--- config.mk ---
export PLATFORM = sky130hd
export DESIGN_NAME = ipsv_fifo
export DESIGN_NICKNAME = d
export VERILOG_FILES = /design/src/ipsv_pkg.sv /design/src/ipsv_fifo.sv
export SDC_FILE = /design/constraint.sdc
export NUM_CORES = 1
export LEC_CHECK = 0
export ABC_AREA = 1
export BUFFER_PORTS_ARGS = -buffer_cell sky130_fd_sc_hd__buf_2
export CAP_MARGIN = 20
export CORE_MARGIN = 4
export CORE_UTILIZATION = 58
export DETAILED_ROUTE_END_ITERATION = 8
export GPL_TIMING_DRIVEN = 0
export HOLD_SLACK_MARGIN = 0.06
export PLACE_DENSITY = 0.92
export SYNTH_ARGS = -nofsm -noshare
export SYNTH_HDL_FRONTEND = slang
export SYNTH_SLANG_ARGS = --single-unit
--- constraint.sdc ---
create_clock -name clk -period 4.25 [get_ports clk]
set_input_delay 0.85 -clock clk [delete_from_list [all_inputs] [get_ports clk]]
set_output_delay 0.85 -clock clk [all_outputs]
set_load 0.02 [all_outputs]
--- src/ipsv_pkg.sv ---
// Shared types and constants for the inverse Park / space vector PWM block.
// Holds the word formats, the fixed-point constants and the sector codes.
// No dependencies.
package ipsv_pkg;

    // Angle resolution: the low ANGLE_BITS bits of the angle field form one turn.
    localparam int ANGLE_BITS = 16;

    // Queue between the front and the back.
    localparam int FIFO_DEPTH = 4;
    localparam int FIFO_AW    = $clog2(FIFO_DEPTH);

    // Back pipeline layout.
    localparam int SQRT_STEPS = 31;
    localparam int DIV_STEPS  = 15;
    localparam int UREF_STAGE = SQRT_STEPS + DIV_STEPS + 2;
    localparam int PIPE_LAST  = UREF_STAGE + 2;
    localparam int SIN_DEPTH  = 6;

    // Configuration register indexes and reset values.
    localparam logic [0:0]  REG_SUPPLY    = 1'b0;
    localparam logic [0:0]  REG_PERIOD    = 1'b1;
    localparam logic [15:0] SUPPLY_RESET  = 16'd3072;
    localparam logic [15:0] PERIOD_RESET  = 16'd100;

    // Modulation index limit (0.577 in Q1.15) and one PWM period in Q1.15.
    localparam logic [14:0] UREF_MAX   = 15'd18907;
    localparam logic [14:0] UREF_LIMIT = 15'd18908;
    localparam logic [16:0] ONE_Q15    = 17'd32768;
    localparam logic [16:0] FULL_FRAC  = 17'd65536;

    // Odd polynomial for sqrt(3) * sin(x * 60 degrees), Q30 coefficients.
    localparam logic [31:0] C1_Q30 = 32'd1947552238;
    localparam logic [31:0] C3_Q30 = 32'd355954997;
    localparam logic [31:0] C5_Q30 = 32'd19517417;
    localparam logic [31:0] C7_Q30 = 32'd509601;
    localparam logic [31:0] C9_Q30 = 32'd7762;

    // Sector codes (sector number minus one).
    localparam logic [2:0] SECTOR_0 = 3'd0;
    localparam logic [2:0] SECTOR_1 = 3'd1;
    localparam logic [2:0] SECTOR_2 = 3'd2;
    localparam logic [2:0] SECTOR_3 = 3'd3;
    localparam logic [2:0] SECTOR_4 = 3'd4;

    typedef struct packed {
        logic signed [15:0] volt_q;
        logic signed [15:0] volt_d;
        logic [15:0]        elec_angle;
    } ipsv_in_t;

    typedef struct packed {
        logic [15:0] duty_a;
        logic [15:0] duty_b;
        logic [15:0] duty_c;
        logic [2:0]  sector_index;
    } ipsv_out_t;

    // Classified word handed from the front to the back.
    typedef struct packed {
        logic [31:0] mag_sq;
        logic [2:0]  sector;
        logic [15:0] frac;
    } ipsv_work_t;

endpackage

--- src/ipsv_fifo.sv ---
// Short queue that decouples the front end from the back pipeline.
// Depends on ipsv_pkg for the word type and depth.
module ipsv_fifo
    import ipsv_pkg::*;
(
    input  logic       clk,
    input  logic       rst_n,
    input  logic       wr_valid,
    input  ipsv_work_t wr_data,
    output logic       full,
    input  logic       rd_en,
    output logic       rd_valid,
    output ipsv_work_t rd_data
);

    ipsv_work_t         mem_reg [FIFO_DEPTH];
    logic [FIFO_AW-1:0] wr_ptr_reg, wr_ptr_next;
    logic [FIFO_AW-1:0] rd_ptr_reg, rd_ptr_next;
    logic [FIFO_AW:0]   count_reg, count_next;
    logic               push, pop;

    // Pointer and fill count update.
    always_comb
    begin
        full        = (count_reg == (FIFO_AW + 1)'(FIFO_DEPTH));
        rd_valid    = (count_reg != '0);
        push        = wr_valid && !full;
        pop         = rd_en && rd_valid;
        wr_ptr_next = push ? wr_ptr_reg + 1'b1 : wr_ptr_reg;
        rd_ptr_next = pop ? rd_ptr_reg + 1'b1 : rd_ptr_reg;
        count_next  = count_reg;
        if (push && !pop)
        begin
            count_next = count_reg + 1'b1;
        end
        else if (pop && !push)
        begin
            count_next = count_reg - 1'b1;
        end
        rd_data = mem_reg[rd_ptr_reg];
    end

    always_ff @(posedge clk or negedge rst_n)
    begin
        if (!rst_n)
        begin
            wr_ptr_reg <= '0;
            rd_ptr_reg <= '0;
            count_reg  <= '0;
        end
        else
        begin
            wr_ptr_reg <= wr_ptr_next;
            rd_ptr_reg <= rd_ptr_next;
            count_reg  <= count_next;
        end
    end

    // Entry storage.
    always_ff @(posedge clk)
    begin
        if (push)
        begin
            mem_reg[wr_ptr_reg] <= wr_data;
        end
    end

    // The fill count never passes the depth.
    a_count_bound: assert property (@(posedge clk) disable iff (!rst_n)
        count_reg <= (FIFO_AW + 1)'(FIFO_DEPTH))
        else $error("queue fill count above depth");

    // The pointer distance tracks the fill count.
    a_ptr_count: assert property (@(posedge clk) disable iff (!rst_n)
        (FIFO_AW'(wr_ptr_reg - rd_ptr_reg)) == count_reg[FIFO_AW-1:0])
        else $error("queue pointers disagree with fill count");

    // A word is only taken out of a queue that holds one.
    a_no_underflow: assert property (@(posedge clk) disable iff (!rst_n)
        pop |-> (count_reg != '0))
        else $error("queue read while empty");

endmodule

==> impl_metrics.tcl <==
set metrics [dict create \
    outcome "completed" \
    postSynthCellCount 655 \
    fmax_mhz 338 \
    whs_ns 0.193 \
    maxCapViolCount 0 \
    yosys-top-cells-area "edfxtp_1 69%, o211ai_2 8.5%, nand2_1 7.2%" \
    cp-start-kind "register" \
    cts_tree "done" \
    syn_avg_cell_area_um2 13.5 \
    cts_inserted_buffers 21 \
    largest_reg_flops 204 \
    leakage_nw 4.25 \
    grt_pass1_wl_um 29600 \
    cp_num_buf_inv 3 \
    routed_wl_um 18700 \
    setup_viol 0 \
    io-pin-count 108 \
    portBuffers 107 \
    mostFrequentLayoutCell "edfxtp_1" \
    first_iter_violations 527 \
    cp_slowest_stage_delay_ns 0.51 \
    finalWeightedCongestion 0.732 \
    drc_errors 0 \
    ys.warnings.count 0 \
    ctsHoldBuffers 0 \
    hold_path_class "in -> async" \
    start_util_pct 60.1 \
    post-cts-setup-buffers 0 \
    cpMaxStageDelayCell "buf_1" \
    grt_overflow 0 \
    synth.top_cell.area_share_pct 69.1 \
    seq_area_frac_synth_pct 71.1 \
    irDropWorstVdd_mv 0.552 \
    cts.clk_slew.worst_paths_ns 0.06 \
    rsz0062_at_grt "no" \
    critPathRequiredTime_ns 3.40 \
    path_cells "inv_2 > buf_1 > nand2_1 > o211ai_2 > nand2_1 > buf_2" \
    cp_data_arrival_time_ns 2.10 \
    cp-end-kind "output port" \
    critPathTopFamily "buffers and inverters" \
    syn_nets 716 \
    ys_seq_elements 211 \
    yosysTopAreaCell "edfxtp_1" \
    fin_crit_sh_pct 69.5 \
    maxSlewViolCount 0 \
    finish.utilization_pct 70.1 \
    wl_per_cell_um 18.9 \
    period_needed_ns 2.95 \
    grt_pass1_vias 5790 \
    n_antenna_cell 0 \
    path_common_cell "nand2_1" \
    fp.dieW_um 132 \
    dp_cells 950 \
    hold_viol 0 \
    path_class "reg -> out" \
    die-area_mm2 0.0173 \
    h-tree-depth 1 \
    mostFrequentLayoutCells "204 x edfxtp_1, 171 x nand2_1, 118 x buf_2" \
    hpwl_um 11800 \
    ant_nets 0 \
    slew_headroom_pct 33.4 \
    tightest_slew_ns 0.997 \
    nNetsFinal 850 \
    fp.dieH_um 132 \
    fin_skew_ns 0.00915 \
    cts.sinks 211 \
    drive_above_1_share_pct 34.2 \
    antenna_found_initial 1 \
    synth.cell_area_mm2 0.00887 \
    num_rows 44 \
    track_usage_pct 21.4 \
    clk_path_buf_depth 3 \
    powerDensity_mw_per_mm2 737 \
    core_area_mm2 0.0148 \
    layout.cells.non_filler 987 \
    synth_cell_type_count 20 \
    via_count 5527 \
    cp_max_fo 10 \
    firstDrtPassIters 5 \
    cts_resized 0 \
    grt_max_degree 31 \
    vias_per_cell 5.60 \
    cts_root_buffer "clkbuf_16" \
    clock_latency_ns 0.48 \
    syn2layout_area_growth_pct 16.6 \
]
## kinds of logic after synthesis
family	after synthesis	share of synthesized area, %
compound gates	103	12.1
xor+xnor	1	0.0988
fa+ha+maj	6	0.931
buf+inv	151	7.95
flops	211	71.1
simple gates	183	7.87
## where the power goes
group / switching (mW) / total, mW / internal (mW)
sequential: 0.138 / 2.88 / 2.74
clock: 0.711 / 1.64 / 0.930
combinational: 2.11 / 3.10 / 0.992
## per-layer routing
| layer | vias up | global-route usage, % | routed length, um |
|---|---|---|---|
| met2 | 230 | 38.1 | 9670 |
| met3 | 45 | 4.05 | 1250 |
| li1 | 2539 | - | - |
| met4 | 2 | 7.70 | 495 |
| met1 | 2711 | 26.3 | 7260 |
| met5 | - | 0 | 7 |
## worst register-to-register path, cell delays in order, from the launching register on
cell and delay (ns):
dfrtp_1 0.43, inv_2 0.05, nand3_1 0.15, nand2_1 0.32, nor2_4 0.87, buf_12 0.28
## synth_stat cells
library cell,instances
nand3_1,7
fa_1,1
xnor2_1,1
edfxtp_1,204
ha_1,5
nand4_1,1
dfrtp_1,7
o211ai_2,60
nand2_1,171
o21ai_1,1
buf_2,11
clkinv_1,1
buf_6,16
buf_4,1
buf_1,3
o211ai_1,42
nor2_1,4
inv_2,48
inv_1,69
clkbuf_1,2
## metrics by stage
| stage | instance area [um2] | worst slack, ns | TNS [ns] | power [mW] |
|---|---|---|---|---|
| global route | 10300 | 1.14 | 0 | 8.02 |
| floorplan | 8870 | 0.640 | 0 | 5.00 |
| finish | 10300 | 1.30 | 0 | 7.62 |
| CTS | 10300 | 1.28 | 0 | 7.67 |
| detailed placement | 9740 | 1.52 | 0 | 6.03 |
| global placement | 9630 | -1.04 | -194.50 | 5.90 |
## area by class of cell
type	instances	area (um2)
sequential	211	6300
fill	958	4410
buffer	33	262
multi-input combinational	293	1890
clock inverter	6	25.0
inverter	118	443
clock buffer	31	573
tap	184	230
timing repair buffer	111	616
## path summary, 6_finish.rpt
| check | start | endpoint | slack [ns] | cells after the start |
|---|---|---|---|---|
| min | rst_n | wr_ptr_reg[0] | 0.19 | 1 |
| max | rd_ptr_reg[0] | rd_data[37] | 1.30 | 6 |
| max reg2reg | count_reg[0] | mem_reg[0][12] | 1.83 | 5 |
| min reg2reg | wr_ptr_reg[1] | wr_ptr_reg[1] | 0.54 | 2 |
| min in group clk | wr_ptr_reg[1] | wr_ptr_reg[1] | 0.54 | 2 |
| max in group asynchronous | rst_n | count_reg[1] | 3.89 | 1 |
No activity file was read; power rests on OpenSTA's default activity.
