==> config.mk <==
export PLATFORM = sky130hd
export DESIGN_NAME = ipsv_front
export DESIGN_NICKNAME = d
export VERILOG_FILES = /design/src/ipsv_pkg.sv /design/src/ipsv_front.sv
export SDC_FILE = /design/constraint.sdc
export NUM_CORES = 1
export LEC_CHECK = 0
export ABC_AREA = 1
export BUFFER_PORTS_ARGS = -buffer_cell sky130_fd_sc_hd__buf_2
export CORE_ASPECT_RATIO = 1.1
export CORE_UTILIZATION = 50
export DETAILED_ROUTE_END_ITERATION = 6
export MAX_ROUTING_LAYER = met4
export PLACE_DENSITY = 0.66
export SETUP_SLACK_MARGIN = 0.4
export SYNTH_ARGS = -nofsm -noshare
export SYNTH_HDL_FRONTEND = slang
export SYNTH_SLANG_ARGS = --single-unit
==> constraint.sdc <==
create_clock -name clk -period 9.05 [get_ports clk]
set_input_delay 1.3575 -clock clk [delete_from_list [all_inputs] [get_ports clk]]
set_output_delay 1.3575 -clock clk [all_outputs]
set_load 0.01 [all_outputs]
==> src/ipsv_pkg.sv <==
// Shared types and constants for the inverse Park / space vector PWM block.
// Holds the word formats, the fixed-point constants and the sector codes.
// No dependencies.
package ipsv_pkg;

    // Angle resolution: the low ANGLE_BITS bits of the angle field form one turn.
    localparam int ANGLE_BITS = 16;

    // Queue between the front and the back.
    localparam int FIFO_DEPTH = 4;
    localparam int FIFO_AW    = $clog2(FIFO_DEPTH);

    // Back pipeline layout.
    localparam int SQRT_STEPS = 31;
    localparam int DIV_STEPS  = 15;
    localparam int UREF_STAGE = SQRT_STEPS + DIV_STEPS + 2;
    localparam int PIPE_LAST  = UREF_STAGE + 2;
    localparam int SIN_DEPTH  = 6;

    // Configuration register indexes and reset values.
    localparam logic [0:0]  REG_SUPPLY    = 1'b0;
    localparam logic [0:0]  REG_PERIOD    = 1'b1;
    localparam logic [15:0] SUPPLY_RESET  = 16'd3072;
    localparam logic [15:0] PERIOD_RESET  = 16'd100;

    // Modulation index limit (0.577 in Q1.15) and one PWM period in Q1.15.
    localparam logic [14:0] UREF_MAX   = 15'd18907;
    localparam logic [14:0] UREF_LIMIT = 15'd18908;
    localparam logic [16:0] ONE_Q15    = 17'd32768;
    localparam logic [16:0] FULL_FRAC  = 17'd65536;

    // Odd polynomial for sqrt(3) * sin(x * 60 degrees), Q30 coefficients.
    localparam logic [31:0] C1_Q30 = 32'd1947552238;
    localparam logic [31:0] C3_Q30 = 32'd355954997;
    localparam logic [31:0] C5_Q30 = 32'd19517417;
    localparam logic [31:0] C7_Q30 = 32'd509601;
    localparam logic [31:0] C9_Q30 = 32'd7762;

    // Sector codes (sector number minus one).
    localparam logic [2:0] SECTOR_0 = 3'd0;
    localparam logic [2:0] SECTOR_1 = 3'd1;
    localparam logic [2:0] SECTOR_2 = 3'd2;
    localparam logic [2:0] SECTOR_3 = 3'd3;
    localparam logic [2:0] SECTOR_4 = 3'd4;

    typedef struct packed {
        logic signed [15:0] volt_q;
        logic signed [15:0] volt_d;
        logic [15:0]        elec_angle;
    } ipsv_in_t;

    typedef struct packed {
        logic [15:0] duty_a;
        logic [15:0] duty_b;
        logic [15:0] duty_c;
        logic [2:0]  sector_index;
    } ipsv_out_t;

    // Classified word handed from the front to the back.
    typedef struct packed {
        logic [31:0] mag_sq;
        logic [2:0]  sector;
        logic [15:0] frac;
    } ipsv_work_t;

endpackage

==> src/ipsv_front.sv <==
// Front end: accepts input words, squares the voltage commands and splits
// the shifted angle into sector and fraction. Depends on ipsv_pkg.
module ipsv_front
    import ipsv_pkg::*;
(
    input  logic       clk,
    input  logic       rst_n,
    input  logic       in_valid,
    output logic       in_stall,
    input  ipsv_in_t   in_data,
    output logic       wr_valid,
    output ipsv_work_t wr_data,
    input  logic       full
);

    localparam logic [ANGLE_BITS-1:0] QUARTER = {2'b01, {(ANGLE_BITS - 2){1'b0}}};

    logic                  fv_reg, fv_next;
    ipsv_work_t            item_reg, item_next;
    logic                  accept;
    logic [15:0]           raw_q, raw_d, mag_q, mag_d;
    logic [31:0]           sq_q, sq_d;
    logic [ANGLE_BITS-1:0] ang, theta, phi;
    logic [ANGLE_BITS+2:0] x6;
    logic [15:0]           frac;

    // Magnitudes of the two commands and the sum of their squares.
    always_comb
    begin
        raw_q = in_data.volt_q;
        raw_d = in_data.volt_d;
        mag_q = raw_q[15] ? (16'd0 - raw_q) : raw_q;
        mag_d = raw_d[15] ? (16'd0 - raw_d) : raw_d;
        sq_q  = {16'd0, mag_q} * {16'd0, mag_q};
        sq_d  = {16'd0, mag_d} * {16'd0, mag_d};
    end

    // Only the low angle bits take part.
    generate
        if (ANGLE_BITS <= 16)
        begin : g_ang_narrow
            assign ang = in_data.elec_angle[ANGLE_BITS-1:0];
        end
        else
        begin : g_ang_wide
            assign ang = {{(ANGLE_BITS - 16){1'b0}}, in_data.elec_angle};
        end
    endgenerate

    // The vector leads the angle by a quarter turn; six sectors per turn.
    always_comb
    begin
        theta = ang + QUARTER;
        x6    = ({3'b000, theta} << 2) + ({3'b000, theta} << 1);
        phi   = x6[ANGLE_BITS-1:0];
    end

    // Fraction through the sector as a 16-bit value.
    generate
        if (ANGLE_BITS >= 16)
        begin : g_frac_trunc
            assign frac = phi[ANGLE_BITS-1:ANGLE_BITS-16];
        end
        else
        begin : g_frac_pad
            assign frac = {phi, {(16 - ANGLE_BITS){1'b0}}};
        end
    endgenerate

    // Holding register toward the queue.
    always_comb
    begin
        in_stall  = fv_reg && full;
        accept    = in_valid && !in_stall;
        fv_next   = fv_reg;
        item_next = item_reg;
        if (accept)
        begin
            fv_next          = 1'b1;
            item_next.mag_sq = sq_q + sq_d;
            item_next.sector = x6[ANGLE_BITS+2:ANGLE_BITS];
            item_next.frac   = frac;
        end
        else if (fv_reg && !full)
        begin
            fv_next = 1'b0;
        end
    end

    always_ff @(posedge clk or negedge rst_n)
    begin
        if (!rst_n)
        begin
            fv_reg <= 1'b0;
        end
        else
        begin
            fv_reg <= fv_next;
        end
    end

    always_ff @(posedge clk)
    begin
        item_reg <= item_next;
    end

    assign wr_valid = fv_reg;
    assign wr_data  = item_reg;

endmodule

==> metrics.csv <==
stage,metric,value,unit
worst_setup_path,Top Family by Delay on Critical Path,adder cells,
worst_setup_path,Crit path depth,31,
grt,most used routing layer,met2,
final_layout,synth-to-layout area growth,11.59,%
grt,met2 usage,45.49,%
synthesis,"Distinct cells, synth",53,
die,Die Y,201.1,um
worst_setup_path,worst r2r dst,wr_data[33],
grt,vias in the first global route,14220,
route,Detailed Route WL,43490,um
grt,largest net degree at the start of global routing,51,
die,Core Region,0.03531,mm2
clocking,CTS tree,done,
synthesis,ys async rst share,1.961,%
route,DR vias,13260,
run,max-cap violation count,0,
worst_setup_path,startpoint types,input port,
die,die area,0.03679,mm2
synthesis,#FFs+latches synth,51,
die,Horiz. Die Dim,183.0,um
worst_setup_path,flop2flop setup slack,7.52,ns
timing,Final Max Slew Viols,0,
placed_design,port bufs,103,
grt,Tot GR Track Use,25.65,%
final_layout,ANT cells,0,
grt,total grt overflow,0,
worst_setup_path,reg2reg start,wr_valid,
synthesis,most area-consuming cells after synthesis,"fa_1, ha_1, inv_1, edfxtp_1, nand2_1",
timing,FMAX,118.5,MHz
worst_setup_path,crit path max-delay cell type,fa_1,
synthesis,area share of the largest cell type after synthesis,42.90,%
route,drt first pass iters,5,
clocking,Num CTS Buffers,5,
final_layout,layout cells sized above 1,15.83,%
clocking,H-tree depth,2,
route,drt via density,4.960,
timing,crit share post-route,93.25,%
clocking,hold_buf cts,0,
route,ANT nets after route,0,
clocking,CTS Buffer Depth,2,
route,Starting DRT DRC Count,723,
clocking,later-pin clock latency in the skew report,0.29,ns
worst_setup_path,Crit path largest cell delay,0.56,ns
route,DRC,0,
clocking,CTS sink count,51,
worst_setup_path,Setup crit end kind,flop,
worst_setup_path,critical path's most frequent cell,fa_1,
worst_setup_path,CP required,9.10,ns
worst_setup_path,Worst Path Max Fanout,5,
timing,Fin Setup TNS,0,ns
synthesis,Ys Warns,0,
final_layout,"commonest non-fill, non-tap cells in the layout","inv_1, fa_1, nand2_1, ha_1, nor2_1",
worst_setup_path,CP bufs+invs,9,
worst_setup_path,CP arrival,8.49,ns
worst_setup_path,Setup Crit Path Kind,in2reg,
synthesis,Syn Std Cell Area,0.01801,mm2
timing,final hold vios,0,
grt,grt met3 use,1.578,%
die,Std-Cell Rows,72,
timing,post-layout min period,8.439,ns
min_path,hold wc startpoint,wr_valid,
worst_setup_path,R2R depth,4,
grt,first-pass GRT wire length,71080,um
grt,initial antenna violation count,0,
synthesis,Synth Instances,2013,
final_layout,final net count,2834,
synthesis,"EDFF count, synth",50,
synthesis,ys flop type,edfxtp_1,
timing,RSZ-0062 raised after global routing,yes,
final_layout,"commonest non-fill, non-tap cell in the layout",inv_1,
placed_design,gpl congestion,0.9838,
min_path,Hold Path Sink,wr_valid,
grt,routing usage on met1,31.95,%
clocking,Root Driver,clkbuf_16,
die,I/O Pins,105,
synthesis,post-synthesis sequential area ratio,8.474,%
timing,Slew HR,57.07,%
placed_design,HPWL after DPL,39450,um
min_path,hold path depth,2,
die,starting density of the core,51.01,%
clocking,"Clk pin slew, worst setup/hold paths",0.07,ns
timing,Setup Viol. Count Final,0,
route,wire per inst,16.27,um
synthesis,Yosys top cell by area,fa_1,
run_status,status,completed,
timing,Clock Skew,0.01307,ns
min_path,Hold Crit Class,reg2reg,
synthesis,Synth Area per Inst,8.949,um2
timing,Least-Margin Pin Slew,0.6439,ns
[worst max path at each step]
stage	from	endpoint
after floorplan	in_data[32]	wr_data[49]
after global placement	in_data[33]	wr_data[49]
after detailed placement	in_data[33]	wr_data[49]
after CTS	in_data[33]	wr_data[50]
after global routing	in_data[33]	wr_data[49]
final	in_data[32]	wr_data[49]
[cell type report]
| type | instances | area, um2 |
|---|---|---|
| clock buffers | 6 | 138.9 |
| clock inverters | 2 | 16.27 |
| fillers | 3308 | 15210 |
| inverters | 618 | 2362 |
| multi-input cells | 1347 | 14440 |
| flip-flops and latches | 51 | 1526 |
| well taps | 481 | 601.8 |
| repair buffers | 168 | 1015 |
[synth_stat cells (all sizes together) (2+ instances only)]
cell    count
inv       617
buf        17
nor3       13
o21ai      34
a31o        2
nor2      208
a21oi      47
or3         2
or2         5
a21o        7
fa        386
a21boi      2
nand3b      5
ha        205
edfxtp     50
clkbuf      3
nand2     272
o211ai      2
nand3      41
a31oi       3
conb        2
xnor2      20
xor2       39
o21bai      8
nand4      14
[worst register-to-register path, delay by kind of cell, from the launching register on]
kind	cells	cell delay, ns
simple gates	2	0.15
flops	1	0.38
buf+inv	2	0.61
[logic make-up (layout without fill, tap and decap cells)]
| kind of cell | after synthesis | in the layout | synth area share, % |
|---|---|---|---|
| flops | 51 | 51 | 8.474 |
| other cells | 2 | 25 | 0.04169 |
| compound gates | 111 | 111 | 3.612 |
| simple gates | 561 | 561 | 13.77 |
| buf+inv | 638 | 794 | 13.64 |
| fa+ha+maj | 591 | 591 | 57.14 |
| xor+xnor | 59 | 59 | 3.327 |
[metrics by stage]
step	cells	setup slack [ns]	hold slack [ns]	util (%)	cell area [um2]
finish	2673	0.6106	0.5176	56.92	20100
global route	2673	0.3539	0.5278	56.92	20100
CTS	2656	0.4236	0.5151	55.56	19620
detailed placement	2648	0.07623	0.4977	55.11	19460
global placement	2648	0.03567	0.4668	55.11	19460
floorplan	2036	0.4610	0.5226	-	18100
[metal layers]
| metal | part of all wire (%) | vias up |
|---|---|---|
| li1 | - | 6231 |
| met1 | 39 | 6675 |
| met2 | 54 | 294 |
| met3 | 4.3 | 58 |
| met4 | 2.7 | 0 |
| met5 | 0 | - |
[registers in the layout (all words and copies together) (netlist names)]
signal    count
wr_valid      1
wr_data      50
[repair_timing]
action	4_1_cts	5_1_grt
buffers inserted	0	17
pin swaps	0	21
gates resized for setup	1	98
endpoints found under the setup margin	1	18
Power is left out: the tool's default activity adds up to more than one toggle a clock period on the data nets, which glitch-free logic cannot reach.
